## src/rtl/annealing_acceptance_unit_defines.svh

```systemverilog
// ----------------------------------------------------------------------------
// Annealing acceptance unit assertion macros
// Shared concurrent check forms, clocked on clock and disabled during reset.
// ----------------------------------------------------------------------------
`ifndef ANNEALING_ACCEPTANCE_UNIT_DEFINES_SVH
`define ANNEALING_ACCEPTANCE_UNIT_DEFINES_SVH

// The consequent must hold in the same cycle as the antecedent.
`define AAU_ASSERT_SAME(lbl, ante, cons) \
   lbl: assert property (@(posedge clock) disable iff (reset) (ante) |-> (cons)) \
      else $error("annealing acceptance unit: check failed");

// The consequent must hold in the cycle after the antecedent.
`define AAU_ASSERT_NEXT(lbl, ante, cons) \
   lbl: assert property (@(posedge clock) disable iff (reset) (ante) |=> (cons)) \
      else $error("annealing acceptance unit: check failed");

`endif

```

## src/rtl/aau_pkg.sv

```systemverilog
// ----------------------------------------------------------------------------
// Annealing acceptance unit package
// Widths, register indexes, reset values, command and status types and the
// reciprocal table used by the exponential series.
// ----------------------------------------------------------------------------
`default_nettype none

package aau_pkg;

   localparam int COST_W     = 32;
   localparam int DRAW_W     = 16;
   localparam int RATE_W     = 16;
   localparam int MARGIN_W   = 16;
   localparam int PROB_W     = 17;
   localparam int QUOT_W     = 20;
   localparam int QINT_W     = 4;
   localparam int CSR_IDX_W  = 2;
   localparam int CSR_DATA_W = 32;
   localparam int CNT_W      = 5;
   localparam int K_W        = 4;
   localparam int SEL_W      = 2;

   localparam logic [CSR_IDX_W-1:0] REG_INITIAL_TEMPERATURE = 2'd0;
   localparam logic [CSR_IDX_W-1:0] REG_COOLING_RATE        = 2'd1;
   localparam logic [CSR_IDX_W-1:0] REG_IMPROVE_MARGIN      = 2'd2;

   localparam logic [COST_W-1:0]   TEMP_RESET   = 32'd6553600;
   localparam logic [RATE_W-1:0]   RATE_RESET   = 16'd64880;
   localparam logic [MARGIN_W-1:0] MARGIN_RESET = 16'd7;
   localparam logic [31:0]         EXP_M1_Q32   = 32'd1580030169;
   localparam logic [PROB_W-1:0]   PROB_ONE     = 17'h1_0000;

   localparam logic [SEL_W-1:0] MUL_TERM_X = 2'd0;
   localparam logic [SEL_W-1:0] MUL_RECIP  = 2'd1;
   localparam logic [SEL_W-1:0] MUL_EXP_M1 = 2'd2;
   localparam logic [SEL_W-1:0] MUL_COOL   = 2'd3;

   localparam logic [CNT_W-1:0] DIV_LAST = CNT_W'(QUOT_W - 1);
   localparam logic [CNT_W-1:0] K_FIRST  = 5'd2;
   localparam logic [CNT_W-1:0] K_LAST   = 5'd10;
   localparam logic [CNT_W-1:0] CNT_ONE  = 5'd1;

   typedef struct packed {
      logic             load;
      logic             decide;
      logic             div_step;
      logic             series_init;
      logic             mul_en;
      logic [SEL_W-1:0] mul_sel;
      logic             keep_v;
      logic             corr;
      logic             acc_init;
      logic             round;
      logic             prob;
      logic             finish;
      logic [K_W-1:0]   k;
   } aau_cmd_type;

   typedef struct packed {
      logic              need_exp;
      logic [QINT_W-1:0] int_part;
   } aau_status_type;

   // floor(2^32 / k) for the series divisors two to ten.
   function automatic logic [31:0] recip_q32(input logic [K_W-1:0] k);
      logic [31:0] r;
      case (k)
         4'd2:    r = 32'd2147483648;
         4'd3:    r = 32'd1431655765;
         4'd4:    r = 32'd1073741824;
         4'd5:    r = 32'd858993459;
         4'd6:    r = 32'd715827882;
         4'd7:    r = 32'd613566756;
         4'd8:    r = 32'd536870912;
         4'd9:    r = 32'd477218588;
         4'd10:   r = 32'd429496729;
         default: r = 32'hFFFF_FFFF;
      endcase
      return r;
   endfunction

endpackage

`default_nettype wire

```

## src/rtl/aau_channels.sv

```systemverilog
// ----------------------------------------------------------------------------
// Annealing acceptance unit channels
// Request, response and register write channels with valid/ready handshakes.
// ----------------------------------------------------------------------------
`default_nettype none

interface aau_req_if;
   logic                        valid;
   logic                        ready;
   logic [aau_pkg::COST_W-1:0]  candidate_cost;
   logic [aau_pkg::DRAW_W-1:0]  random_draw;
   modport source (output valid, candidate_cost, random_draw, input ready);
   modport sink (input valid, candidate_cost, random_draw, output ready);
endinterface

interface aau_rsp_if;
   logic                        valid;
   logic                        ready;
   logic                        accepted;
   logic                        new_best;
   logic [aau_pkg::COST_W-1:0]  current_cost_out;
   logic [aau_pkg::COST_W-1:0]  best_cost_out;
   logic [aau_pkg::COST_W-1:0]  temperature_out;
   modport source (output valid, accepted, new_best, current_cost_out, best_cost_out,
                   temperature_out, input ready);
   modport sink (input valid, accepted, new_best, current_cost_out, best_cost_out,
                 temperature_out, output ready);
endinterface

interface aau_csr_if;
   logic                            valid;
   logic                            ready;
   logic [aau_pkg::CSR_IDX_W-1:0]   index;
   logic [aau_pkg::CSR_DATA_W-1:0]  wdata;
   modport source (output valid, index, wdata, input ready);
   modport sink (input valid, index, wdata, output ready);
endinterface

`default_nettype wire

```

## src/rtl/aau_ctrl.sv

```systemverilog
// ----------------------------------------------------------------------------
// Annealing acceptance unit controller
// Sequences the comparison, the restoring divider, the exponential series,
// the power loop and the cooling multiply, and owns the response valid flag.
// ----------------------------------------------------------------------------
`default_nettype none

module aau_ctrl (
   input  logic                    clock,
   input  logic                    reset,
   input  logic                    req_valid,
   output logic                    req_ready,
   output logic                    rsp_valid,
   input  logic                    rsp_ready,
   input  aau_pkg::aau_status_type status,
   output aau_pkg::aau_cmd_type    cmd
);

   localparam logic [3:0] S_IDLE   = 4'd0;
   localparam logic [3:0] S_DECIDE = 4'd1;
   localparam logic [3:0] S_DIV    = 4'd2;
   localparam logic [3:0] S_SINIT  = 4'd3;
   localparam logic [3:0] S_MTX    = 4'd4;
   localparam logic [3:0] S_MRCP   = 4'd5;
   localparam logic [3:0] S_CORR   = 4'd6;
   localparam logic [3:0] S_ACC    = 4'd7;
   localparam logic [3:0] S_MULE   = 4'd8;
   localparam logic [3:0] S_RND    = 4'd9;
   localparam logic [3:0] S_PROB   = 4'd10;
   localparam logic [3:0] S_COOL   = 4'd11;
   localparam logic [3:0] S_FINISH = 4'd12;

   logic [3:0]                   state_ff, state_in;
   logic [aau_pkg::CNT_W-1:0]    cnt_ff, cnt_in;
   logic                         rsp_valid_ff, rsp_valid_in;

   always_comb begin
      state_in     = state_ff;
      cnt_in       = cnt_ff;
      rsp_valid_in = rsp_valid_ff;
      cmd          = '0;
      cmd.k        = cnt_ff[aau_pkg::K_W-1:0];
      req_ready    = 1'b0;
      if (rsp_valid_ff && rsp_ready) begin
         rsp_valid_in = 1'b0;
      end
      case (state_ff)
         S_IDLE: begin
            req_ready = 1'b1;
            if (req_valid) begin
               cmd.load = 1'b1;
               state_in = S_DECIDE;
            end
         end
         S_DECIDE: begin
            cmd.decide = 1'b1;
            cnt_in     = '0;
            state_in   = status.need_exp ? S_DIV : S_COOL;
         end
         S_DIV: begin
            cmd.div_step = 1'b1;
            cnt_in       = cnt_ff + aau_pkg::CNT_ONE;
            if (cnt_ff == aau_pkg::DIV_LAST) begin
               state_in = S_SINIT;
            end
         end
         S_SINIT: begin
            cmd.series_init = 1'b1;
            cnt_in          = aau_pkg::K_FIRST;
            state_in        = S_MTX;
         end
         S_MTX: begin
            cmd.mul_en  = 1'b1;
            cmd.mul_sel = aau_pkg::MUL_TERM_X;
            state_in    = S_MRCP;
         end
         S_MRCP: begin
            cmd.mul_en  = 1'b1;
            cmd.mul_sel = aau_pkg::MUL_RECIP;
            cmd.keep_v  = 1'b1;
            state_in    = S_CORR;
         end
         S_CORR: begin
            cmd.corr = 1'b1;
            if (cnt_ff == aau_pkg::K_LAST) begin
               state_in = S_ACC;
            end else begin
               cnt_in   = cnt_ff + aau_pkg::CNT_ONE;
               state_in = S_MTX;
            end
         end
         S_ACC: begin
            cmd.acc_init = 1'b1;
            cnt_in       = {1'b0, status.int_part};
            state_in     = (status.int_part == '0) ? S_PROB : S_MULE;
         end
         S_MULE: begin
            cmd.mul_en  = 1'b1;
            cmd.mul_sel = aau_pkg::MUL_EXP_M1;
            state_in    = S_RND;
         end
         S_RND: begin
            cmd.round = 1'b1;
            cnt_in    = cnt_ff - aau_pkg::CNT_ONE;
            state_in  = (cnt_ff == aau_pkg::CNT_ONE) ? S_PROB : S_MULE;
         end
         S_PROB: begin
            cmd.prob = 1'b1;
            state_in = S_COOL;
         end
         S_COOL: begin
            cmd.mul_en  = 1'b1;
            cmd.mul_sel = aau_pkg::MUL_COOL;
            state_in    = S_FINISH;
         end
         S_FINISH: begin
            if (!rsp_valid_ff || rsp_ready) begin
               cmd.finish   = 1'b1;
               rsp_valid_in = 1'b1;
               state_in     = S_IDLE;
            end
         end
         default: begin
            state_in = S_IDLE;
         end
      endcase
   end

   always_ff @(posedge clock) begin
      if (reset) begin
         state_ff     <= S_IDLE;
         cnt_ff       <= '0;
         rsp_valid_ff <= 1'b0;
      end else begin
         state_ff     <= state_in;
         cnt_ff       <= cnt_in;
         rsp_valid_ff <= rsp_valid_in;
      end
   end

   assign rsp_valid = rsp_valid_ff;

endmodule

`default_nettype wire

```

## src/rtl/aau_datapath.sv

```systemverilog
// ----------------------------------------------------------------------------
// Annealing acceptance unit datapath
// Holds the costs, temperature and registers, a one-bit-per-cycle restoring
// divider, one shared multiplier and the response registers.
// ----------------------------------------------------------------------------
`default_nettype none

module aau_datapath (
   input  logic                             clock,
   input  logic                             reset,
   input  logic                             csr_write,
   input  logic [aau_pkg::CSR_IDX_W-1:0]    csr_index,
   input  logic [aau_pkg::CSR_DATA_W-1:0]   csr_wdata,
   input  aau_pkg::aau_cmd_type             cmd,
   output aau_pkg::aau_status_type          status,
   input  logic [aau_pkg::COST_W-1:0]       candidate_cost,
   input  logic [aau_pkg::DRAW_W-1:0]       random_draw,
   output logic                             accepted,
   output logic                             new_best,
   output logic [aau_pkg::COST_W-1:0]       current_cost_out,
   output logic [aau_pkg::COST_W-1:0]       best_cost_out,
   output logic [aau_pkg::COST_W-1:0]       temperature_out
);

   // Architectural state and registers.
   logic [31:0] current_ff, current_in;
   logic [31:0] best_ff, best_in;
   logic [31:0] temp_ff, temp_in;
   logic [15:0] rate_ff, rate_in;
   logic [15:0] margin_ff, margin_in;

   // Working registers.
   logic [31:0] cand_ff, cand_in;
   logic [15:0] draw_ff, draw_in;
   logic        improve_ff, improve_in;
   logic [16:0] prob_ff, prob_in;
   logic [31:0] rem_ff, rem_in;
   logic [19:0] div_lo_ff, div_lo_in;
   logic [19:0] quot_ff, quot_in;
   logic [31:0] term_ff, term_in;
   logic [33:0] pos_ff, pos_in;
   logic [33:0] neg_ff, neg_in;
   logic [32:0] acc_ff, acc_in;
   logic [31:0] v_ff, v_in;
   logic [64:0] prod_ff, prod_in;

   // Response registers.
   logic        out_acc_ff, out_acc_in;
   logic        out_nb_ff, out_nb_in;
   logic [31:0] out_cur_ff, out_cur_in;
   logic [31:0] out_best_ff, out_best_in;
   logic [31:0] out_temp_ff, out_temp_in;

   logic        improve, nonpos, cutoff;
   logic [31:0] diff;
   logic [35:0] twelve_t;
   logic [32:0] trial, trial_sub;
   logic        trial_ge;
   logic [31:0] x_val;
   logic [32:0] mul_a;
   logic [31:0] mul_b;
   logic [31:0] q0;
   logic [35:0] qk, corr_rem;
   logic        corr_fix;
   logic [31:0] term_next;
   logic [64:0] round_sum;
   logic [32:0] prob_sum;
   logic [31:0] cooled, temp_cooled;
   logic        take, best_hit;
   logic [31:0] init_temp;

   assign improve  = ({1'b0, cand_ff} + {17'b0, margin_ff}) < {1'b0, current_ff};
   assign nonpos   = cand_ff <= current_ff;
   assign diff     = cand_ff - current_ff;
   assign twelve_t = {1'b0, temp_ff, 3'b000} + {2'b00, temp_ff, 2'b00};
   assign cutoff   = {4'b0, diff} >= twelve_t;

   assign status.need_exp = !improve && !nonpos && !cutoff;
   assign status.int_part = quot_ff[19:16];

   assign trial     = {rem_ff, div_lo_ff[19]};
   assign trial_sub = trial - {1'b0, temp_ff};
   assign trial_ge  = trial >= {1'b0, temp_ff};

   assign x_val = {quot_ff[15:0], 16'b0};

   always_comb begin
      case (cmd.mul_sel)
         aau_pkg::MUL_TERM_X: begin
            mul_a = {1'b0, term_ff};
            mul_b = x_val;
         end
         aau_pkg::MUL_RECIP: begin
            mul_a = {1'b0, prod_ff[63:32]};
            mul_b = aau_pkg::recip_q32(cmd.k);
         end
         aau_pkg::MUL_EXP_M1: begin
            mul_a = acc_ff;
            mul_b = aau_pkg::EXP_M1_Q32;
         end
         aau_pkg::MUL_COOL: begin
            mul_a = {1'b0, temp_ff};
            mul_b = {16'b0, rate_ff};
         end
         default: begin
            mul_a = '0;
            mul_b = '0;
         end
      endcase
   end

   // Reciprocal quotient is at most one short; a single correction fixes it.
   assign q0        = prod_ff[63:32];
   assign qk        = {4'b0, q0} * {32'b0, cmd.k};
   assign corr_rem  = {4'b0, v_ff} - qk;
   assign corr_fix  = corr_rem >= {32'b0, cmd.k};
   assign term_next = q0 + {31'b0, corr_fix};

   assign round_sum = prod_ff + 65'h0_8000_0000;
   assign prob_sum  = acc_ff + 33'h0_0000_8000;

   assign cooled      = prod_ff[47:16];
   assign temp_cooled = (cooled == '0) ? 32'd1 : cooled;
   assign take        = improve_ff || ({1'b0, draw_ff} < prob_ff);
   assign best_hit    = improve_ff && (cand_ff < best_ff);
   assign init_temp   = (csr_wdata == '0) ? 32'd1 : csr_wdata;

   always_comb begin
      current_in  = current_ff;
      best_in     = best_ff;
      temp_in     = temp_ff;
      rate_in     = rate_ff;
      margin_in   = margin_ff;
      cand_in     = cand_ff;
      draw_in     = draw_ff;
      improve_in  = improve_ff;
      prob_in     = prob_ff;
      rem_in      = rem_ff;
      div_lo_in   = div_lo_ff;
      quot_in     = quot_ff;
      term_in     = term_ff;
      pos_in      = pos_ff;
      neg_in      = neg_ff;
      acc_in      = acc_ff;
      v_in        = v_ff;
      prod_in     = prod_ff;
      out_acc_in  = out_acc_ff;
      out_nb_in   = out_nb_ff;
      out_cur_in  = out_cur_ff;
      out_best_in = out_best_ff;
      out_temp_in = out_temp_ff;

      if (cmd.load) begin
         cand_in = candidate_cost;
         draw_in = random_draw;
      end
      if (cmd.decide) begin
         improve_in = improve;
         prob_in    = nonpos ? aau_pkg::PROB_ONE : '0;
         rem_in     = {4'b0, diff[31:4]};
         div_lo_in  = {diff[3:0], 16'b0};
      end
      if (cmd.div_step) begin
         rem_in    = trial_ge ? trial_sub[31:0] : trial[31:0];
         div_lo_in = {div_lo_ff[18:0], 1'b0};
         quot_in   = {quot_ff[18:0], trial_ge};
      end
      if (cmd.series_init) begin
         term_in = x_val;
         neg_in  = {2'b00, x_val};
         pos_in  = 34'h1_0000_0000;
      end
      if (cmd.mul_en) begin
         prod_in = {32'b0, mul_a} * {33'b0, mul_b};
      end
      if (cmd.keep_v) begin
         v_in = prod_ff[63:32];
      end
      if (cmd.corr) begin
         term_in = term_next;
         if (cmd.k[0]) begin
            neg_in = neg_ff + {2'b00, term_next};
         end else begin
            pos_in = pos_ff + {2'b00, term_next};
         end
      end
      if (cmd.acc_init) begin
         acc_in = (pos_ff > neg_ff) ? 33'(pos_ff - neg_ff) : '0;
      end
      if (cmd.round) begin
         acc_in = round_sum[64:32];
      end
      if (cmd.prob) begin
         prob_in = prob_sum[32:16];
      end
      if (cmd.finish) begin
         temp_in     = temp_cooled;
         current_in  = take ? cand_ff : current_ff;
         best_in     = best_hit ? cand_ff : best_ff;
         out_acc_in  = take;
         out_nb_in   = best_hit;
         out_cur_in  = take ? cand_ff : current_ff;
         out_best_in = best_hit ? cand_ff : best_ff;
         out_temp_in = temp_cooled;
      end
      if (csr_write) begin
         case (csr_index)
            aau_pkg::REG_INITIAL_TEMPERATURE: begin
               temp_in    = init_temp;
               current_in = '1;
               best_in    = '1;
            end
            aau_pkg::REG_COOLING_RATE: begin
               rate_in = csr_wdata[15:0];
            end
            aau_pkg::REG_IMPROVE_MARGIN: begin
               margin_in = csr_wdata[15:0];
            end
            default: begin
               rate_in = rate_ff;
            end
         endcase
      end
   end

   always_ff @(posedge clock) begin
      if (reset) begin
         current_ff <= '1;
         best_ff    <= '1;
         temp_ff    <= aau_pkg::TEMP_RESET;
         rate_ff    <= aau_pkg::RATE_RESET;
         margin_ff  <= aau_pkg::MARGIN_RESET;
      end else begin
         current_ff <= current_in;
         best_ff    <= best_in;
         temp_ff    <= temp_in;
         rate_ff    <= rate_in;
         margin_ff  <= margin_in;
      end
   end

   always_ff @(posedge clock) begin
      cand_ff     <= cand_in;
      draw_ff     <= draw_in;
      improve_ff  <= improve_in;
      prob_ff     <= prob_in;
      rem_ff      <= rem_in;
      div_lo_ff   <= div_lo_in;
      quot_ff     <= quot_in;
      term_ff     <= term_in;
      pos_ff      <= pos_in;
      neg_ff      <= neg_in;
      acc_ff      <= acc_in;
      v_ff        <= v_in;
      prod_ff     <= prod_in;
      out_acc_ff  <= out_acc_in;
      out_nb_ff   <= out_nb_in;
      out_cur_ff  <= out_cur_in;
      out_best_ff <= out_best_in;
      out_temp_ff <= out_temp_in;
   end

   assign accepted         = out_acc_ff;
   assign new_best         = out_nb_ff;
   assign current_cost_out = out_cur_ff;
   assign best_cost_out    = out_best_ff;
   assign temperature_out  = out_temp_ff;

endmodule

`default_nettype wire

```

## src/rtl/annealing_acceptance_unit.sv

```systemverilog
// ----------------------------------------------------------------------------
// Annealing acceptance unit
// A candidate that improves, is not worse, or is twelve or more temperatures
// above the current cost goes straight to the cooling multiply. Otherwise the
// 20-step divider, nine series terms (term multiply, reciprocal multiply and
// correction) and i power-loop multiplies run first, where i (0 to 11) is the
// integer part of difference over temperature; all share one multiplier. A new
// request can be taken in the cycle after each response is written. Reset
// restores the register defaults and sets both costs to all ones.
`default_nettype none

`include "annealing_acceptance_unit_defines.svh"

module annealing_acceptance_unit (
   input  logic        clock,
   input  logic        reset,
   aau_req_if.sink     req_if,
   aau_rsp_if.source   rsp_if,
   aau_csr_if.sink     csr_if
);

   aau_pkg::aau_cmd_type    cmd;
   aau_pkg::aau_status_type status;
   logic                    req_ready;
   logic                    rsp_valid;

   assign csr_if.ready = !reset;
   assign req_if.ready = req_ready && !reset;
   assign rsp_if.valid = rsp_valid;

   aau_ctrl u_ctrl (
      .clock     (clock),
      .reset     (reset),
      .req_valid (req_if.valid),
      .req_ready (req_ready),
      .rsp_valid (rsp_valid),
      .rsp_ready (rsp_if.ready),
      .status    (status),
      .cmd       (cmd)
   );

   aau_datapath u_datapath (
      .clock            (clock),
      .reset            (reset),
      .csr_write        (csr_if.valid),
      .csr_index        (csr_if.index),
      .csr_wdata        (csr_if.wdata),
      .cmd              (cmd),
      .status           (status),
      .candidate_cost   (req_if.candidate_cost),
      .random_draw      (req_if.random_draw),
      .accepted         (rsp_if.accepted),
      .new_best         (rsp_if.new_best),
      .current_cost_out (rsp_if.current_cost_out),
      .best_cost_out    (rsp_if.best_cost_out),
      .temperature_out  (rsp_if.temperature_out)
   );

   `AAU_ASSERT_NEXT(one_item_a, req_if.valid && req_ready, !req_ready)
   `AAU_ASSERT_SAME(temp_floor_a, rsp_valid, rsp_if.temperature_out != '0)
   `AAU_ASSERT_SAME(best_is_accepted_a, rsp_valid && rsp_if.new_best, rsp_if.accepted)

endmodule

`default_nettype wire

```

## src/flat_wrapper.sv

```systemverilog
// flat-port wrapper written by rule: the top's interface ports become plain ports
module annealing_acceptance_unit_flat 
  (clock, reset, req_if_valid, req_if_candidate_cost, req_if_random_draw, req_if_ready, rsp_if_valid, rsp_if_accepted, rsp_if_new_best, rsp_if_current_cost_out, rsp_if_best_cost_out, rsp_if_temperature_out, rsp_if_ready, csr_if_valid, csr_if_index, csr_if_wdata, csr_if_ready);
  aau_req_if req_if_i ();
  aau_rsp_if rsp_if_i ();
  aau_csr_if csr_if_i ();
  input  logic clock;
  input  logic reset;
  input wire logic [$bits(req_if_i.valid)-1:0] req_if_valid;
  input wire logic [$bits(req_if_i.candidate_cost)-1:0] req_if_candidate_cost;
  input wire logic [$bits(req_if_i.random_draw)-1:0] req_if_random_draw;
  output wire logic [$bits(req_if_i.ready)-1:0] req_if_ready;
  output wire logic [$bits(rsp_if_i.valid)-1:0] rsp_if_valid;
  output wire logic [$bits(rsp_if_i.accepted)-1:0] rsp_if_accepted;
  output wire logic [$bits(rsp_if_i.new_best)-1:0] rsp_if_new_best;
  output wire logic [$bits(rsp_if_i.current_cost_out)-1:0] rsp_if_current_cost_out;
  output wire logic [$bits(rsp_if_i.best_cost_out)-1:0] rsp_if_best_cost_out;
  output wire logic [$bits(rsp_if_i.temperature_out)-1:0] rsp_if_temperature_out;
  input wire logic [$bits(rsp_if_i.ready)-1:0] rsp_if_ready;
  input wire logic [$bits(csr_if_i.valid)-1:0] csr_if_valid;
  input wire logic [$bits(csr_if_i.index)-1:0] csr_if_index;
  input wire logic [$bits(csr_if_i.wdata)-1:0] csr_if_wdata;
  output wire logic [$bits(csr_if_i.ready)-1:0] csr_if_ready;
  assign req_if_i.valid = req_if_valid;
  assign req_if_i.candidate_cost = req_if_candidate_cost;
  assign req_if_i.random_draw = req_if_random_draw;
  assign req_if_ready = req_if_i.ready;
  assign rsp_if_valid = rsp_if_i.valid;
  assign rsp_if_accepted = rsp_if_i.accepted;
  assign rsp_if_new_best = rsp_if_i.new_best;
  assign rsp_if_current_cost_out = rsp_if_i.current_cost_out;
  assign rsp_if_best_cost_out = rsp_if_i.best_cost_out;
  assign rsp_if_temperature_out = rsp_if_i.temperature_out;
  assign rsp_if_i.ready = rsp_if_ready;
  assign csr_if_i.valid = csr_if_valid;
  assign csr_if_i.index = csr_if_index;
  assign csr_if_i.wdata = csr_if_wdata;
  assign csr_if_ready = csr_if_i.ready;
  annealing_acceptance_unit u_core (.clock(clock), .reset(reset), .req_if(req_if_i), .rsp_if(rsp_if_i), .csr_if(csr_if_i));
endmodule
```

## config.mk

```make
export PLATFORM = sky130hd
export DESIGN_NAME = annealing_acceptance_unit_flat
export DESIGN_NICKNAME = d
export VERILOG_FILES = /design/src/rtl/aau_pkg.sv /design/src/rtl/aau_channels.sv /design/src/rtl/aau_ctrl.sv /design/src/rtl/aau_datapath.sv /design/src/rtl/annealing_acceptance_unit.sv /design/src/flat_wrapper.sv
export VERILOG_INCLUDE_DIRS = /design/src /design/src/rtl
export SDC_FILE = /design/constraint.sdc
export NUM_CORES = 2
export LEC_CHECK = 0
export ABC_AREA = 1
export BUFFER_PORTS_ARGS = -buffer_cell sky130_fd_sc_hd__buf_2
export CAP_MARGIN = 0
export CORE_MARGIN = 10
export CORE_UTILIZATION = 54
export DETAILED_ROUTE_END_ITERATION = 7
export PLACE_DENSITY = 0.8
export SLEW_MARGIN = 20
export SYNTH_ARGS = -nofsm -noshare
export SYNTH_HDL_FRONTEND = slang
export SYNTH_SLANG_ARGS = --single-unit
```

## constraint.sdc

```tcl
create_clock -name clock -period 12.3 [get_ports clock]
set_input_delay 1.845 -clock clock [delete_from_list [all_inputs] [get_ports clock]]
set_output_delay 1.845 -clock clock [all_outputs]
set_load 0.005 [all_outputs]
```

==> impl_metrics.json <==
{
  "crit_type": "reg -> reg",
  "relSlewSlack_pct": 17.4,
  "cp_common_cell": "inv_1",
  "ys_seq_elements": 587,
  "placementRows": 140,
  "grt_use_total_pct": 35.1,
  "numCtsBuffers": 71,
  "drt_pre_antenna_iters": 6,
  "hold_class": "reg -> reg",
  "worst_r2r_endpoint": "u_core.u_datapath.prod_ff[58]",
  "clock-sinks": 587,
  "final_net_count": 12156,
  "finalCritPeriodShare_pct": 84.8,
  "clkLatencyLatePin_ns": 0.69,
  "max_freq_mhz": 95.9,
  "fin_tns_setup_ns": 0,
  "hold_depth": 0,
  "fin_skew_ns": 0.0369,
  "outcome": "finished clean",
  "synthesis.area_sq_mm": 0.0795,
  "synth-edff-count": 366,
  "start_kind": "flop",
  "grt_pass1_vias": 72227,
  "first_iter_violations": 7600,
  "path_buf_inv": 12,
  "cts_max_path_buffers": 3,
  "critical_path_depth": 36,
  "dpl.hpwl_mm": 235,
  "drv_cap": 0,
  "vias": 71926,
  "startpoint": "u_core.u_ctrl.state_ff[1]",
  "end_kind": "flop",
  "tightest_slew_ns": 1.23,
  "reg2reg_depth": 36,
  "layout_min_cycle_time_ns": 10.43,
  "ant_nets": 0,
  "ys_seq_area_share_pct": 19.4,
  "syn_inst": 10390,
  "die_w_um": 404,
  "worstReg2RegStart": "u_core.u_ctrl.state_ff[1]",
  "layout_common_cells": "2633 x nand2_1, 2204 x inv_1, 1022 x fa_1",
  "wl_mm": 290,
  "arrival_ns": 10.85,
  "cts_tree": "built",
  "die_area_sq_mm": 0.163,
  "drt-wirelength-per-cell_um": 23.4,
  "ios": 188,
  "grt_first_pass_wirelength_mm": 438,
  "cts-htree-levels": 3,
  "cts_root_buf": "clkbuf_16",
  "drc_errors": 0,
  "die_h_um": 404,
  "setup_violations": 0,
  "layout_commonest_cell": "nand2_1",
  "crit_path_end": "u_core.u_datapath.prod_ff[58]",
  "post_cts_buffers": 0,
  "drive_above_1_share_pct": 4.89,
  "vias_per_cell": 5.81,
  "synth.distinct_cells": 67,
  "initial_core_util_pct": 54.4,
  "ys.flop_type": "edfxtp_1",
  "async_flop_share_pct": 0,
  "cp_slowest_cell": "o21ai_0",
  "final_area_sq_mm": 0.0849,
  "hold_viol_final": 0,
  "syn_to_final_growth_pct": 6.72,
  "port_buffers": 187,
  "rsz0062_at_grt": "false",
  "syn_area_per_cell_sq_um": 7.66,
  "grt_max_degree": 94,
  "grt_antenna_before_repair": 21,
  "overflow": 0,
  "cpPeakStageDelay_ns": 0.99,
  "core_sq_mm": 0.146,
  "place.gp.congestion": 1.03,
  "cts_hold_buf": 0,
  "cp_max_fo": 33,
  "worstPathRequired_ns": 12.72,
  "r2r_setup_slack_ns": 1.87,
  "cts-resized-gates": 0,
  "path_delay_family": "adder cells",
  "yosysWarnings": 0,
  "place_area_sq_mm": 0.0824,
  "maxSlewViolCount": 0,
  "clkTransAtPathRegs_ns": 0.07
}
[worst register-to-register path: cells and delay by family, from the launching register on]
family	cells	cell delay, ns
adder cells (fa/ha/maj)	9	4.20
buffers and inverters	12	1.42
AND/OR/NAND/NOR	8	1.56
flip-flops	1	0.36
XOR/XNOR	1	0.16
AO/OA/AOI/OAI	6	2.45
[logic make-up (layout without fill, tap and decap cells)]
group / after synthesis / after routing / synth area share, %
AO/OA/AOI/OAI: 1424 / 1424 / 9.92
XOR/XNOR: 263 / 263 / 2.90
adder cells (fa/ha/maj): 1665 / 1665 / 35.8
buffers and inverters: 2611 / 2666 / 12.5
flip-flops: 587 / 587 / 19.4
other: 2 / 25 / 0.00944
AND/OR/NAND/NOR: 3838 / 3838 / 19.5
[cell usage after synthesis (3+ instances only)]
library cell | n | share of area (%)
inv_1 | 2208 | 10
nor4_1 | 42 | 0.33
a21oi_1 | 620 | 3.9
nand3_1 | 266 | 1.7
dfxtp_1 | 221 | 5.6
o21a_1 | 31 | 0.29
o211ai_1 | 53 | 0.50
a221oi_1 | 7 | 0.077
nor3_1 | 89 | 0.56
o21ai_1 | 17 | 0.11
and2_1 | 5 | 0.039
buf_4 | 3 | 0.028
a21o_1 | 41 | 0.39
clkbuf_1 | 274 | 1.3
o2111ai_1 | 3 | 0.033
xnor2_1 | 85 | 0.94
o221ai_1 | 4 | 0.044
nand2_1 | 2640 | 12
nand2_4 | 5 | 0.071
o22ai_1 | 44 | 0.35
nor3b_1 | 5 | 0.047
nand3b_1 | 37 | 0.35
clkinv_1 | 7 | 0.033
and3_1 | 11 | 0.087
nand2_2 | 15 | 0.12
ha_1 | 643 | 10
nor2_2 | 4 | 0.031
a211oi_1 | 9 | 0.085
inv_2 | 16 | 0.076
edfxtp_1 | 366 | 14
xor2_1 | 178 | 2.0
buf_1 | 34 | 0.16
buf_2 | 67 | 0.42
o21ai_0 | 463 | 2.9
o21bai_1 | 31 | 0.29
nand4_1 | 61 | 0.48
a21boi_0 | 21 | 0.20
or2_2 | 8 | 0.063
o31ai_1 | 14 | 0.13
a31oi_1 | 50 | 0.39
nor2_1 | 637 | 3.0
fa_1 | 1022 | 26
[registers in the layout (all words and copies together), names as in the netlist, 4 cells and up, named ones only]
| name | flops |
|---|---|
| u_core.u_datapath.prod_ff | 49 |
| u_core.u_datapath.neg_ff | 34 |
| u_core.u_datapath.pos_ff | 34 |
| u_core.u_datapath.acc_ff | 33 |
| u_core.u_datapath.best_cost_out | 32 |
| u_core.u_datapath.best_ff | 32 |
| u_core.u_datapath.cand_ff | 32 |
| u_core.u_datapath.current_cost_out | 32 |
| u_core.u_datapath.current_ff | 32 |
| u_core.u_datapath.rem_ff | 32 |
| u_core.u_datapath.temp_ff | 32 |
| u_core.u_datapath.temperature_out | 32 |
| u_core.u_datapath.term_ff | 32 |
| u_core.u_datapath.v_ff | 32 |
| u_core.u_datapath.quot_ff | 20 |
| u_core.u_datapath.prob_ff | 17 |
| u_core.u_datapath.draw_ff | 16 |
| u_core.u_datapath.margin_ff | 16 |
| u_core.u_datapath.rate_ff | 16 |
| u_core.u_ctrl.cnt_ff | 5 |
| u_core.u_ctrl.state_ff | 4 |
| u_core.u_datapath.div_lo_ff | 4 |
[per-stage QoR]
| stage | worst slack (ns) | hold slack [ns] | instances | utilization [%] |
|---|---|---|---|---|
| global placement | 2.22 | 0.430 | 12248 | 56.4 |
| global route | 1.43 | 0.464 | 12378 | 58.1 |
| CTS | 2.12 | 0.455 | 12375 | 58.1 |
| detailed placement | 2.19 | 0.437 | 12248 | 56.4 |
| finish | 1.87 | 0.465 | 12385 | 58.1 |
| floorplan | 3.69 | 0.421 | 10403 | - |
[per-layer routing]
metal	vias to the layer above	track usage [%]	routed length, um
met1	34774	45.4	112000
li1	32122	-	-
met4	12	17.3	17100
met2	4153	54.8	128000
met3	865	8.75	33100
met5	-	0.380	146
[layout make-up]
class | count | area (sq um)
antenna | 10 | 25.0
multi-input combinational | 7205 | 54400
inverter | 2231 | 8370
fill | 13281 | 61200
sequential | 587 | 15400
timing repair buffer | 308 | 1860
clock buffer | 80 | 1850
clock inverter | 47 | 606
tap | 1917 | 2400
[worst min path at each step]
stage,to,start,slack (ns)
6_report,u_core.u_datapath.quot_ff[7],u_core.u_datapath.quot_ff[6],0.46
5_1_grt,u_core.u_datapath.quot_ff[7],u_core.u_datapath.quot_ff[6],0.46
4_1_cts,u_core.u_datapath.quot_ff[7],u_core.u_datapath.quot_ff[6],0.45
3_5_place_dp,u_core.u_datapath.quot_ff[7],u_core.u_datapath.quot_ff[6],0.44
3_3_place_gp,u_core.u_datapath.quot_ff[7],u_core.u_datapath.quot_ff[6],0.43
2_1_floorplan,u_core.u_datapath.v_ff[6],u_core.u_datapath.prod_ff[38],0.42
Power is left out: the tool's default activity adds up to more than one toggle a clock period on the data nets, which glitch-free logic cannot reach.
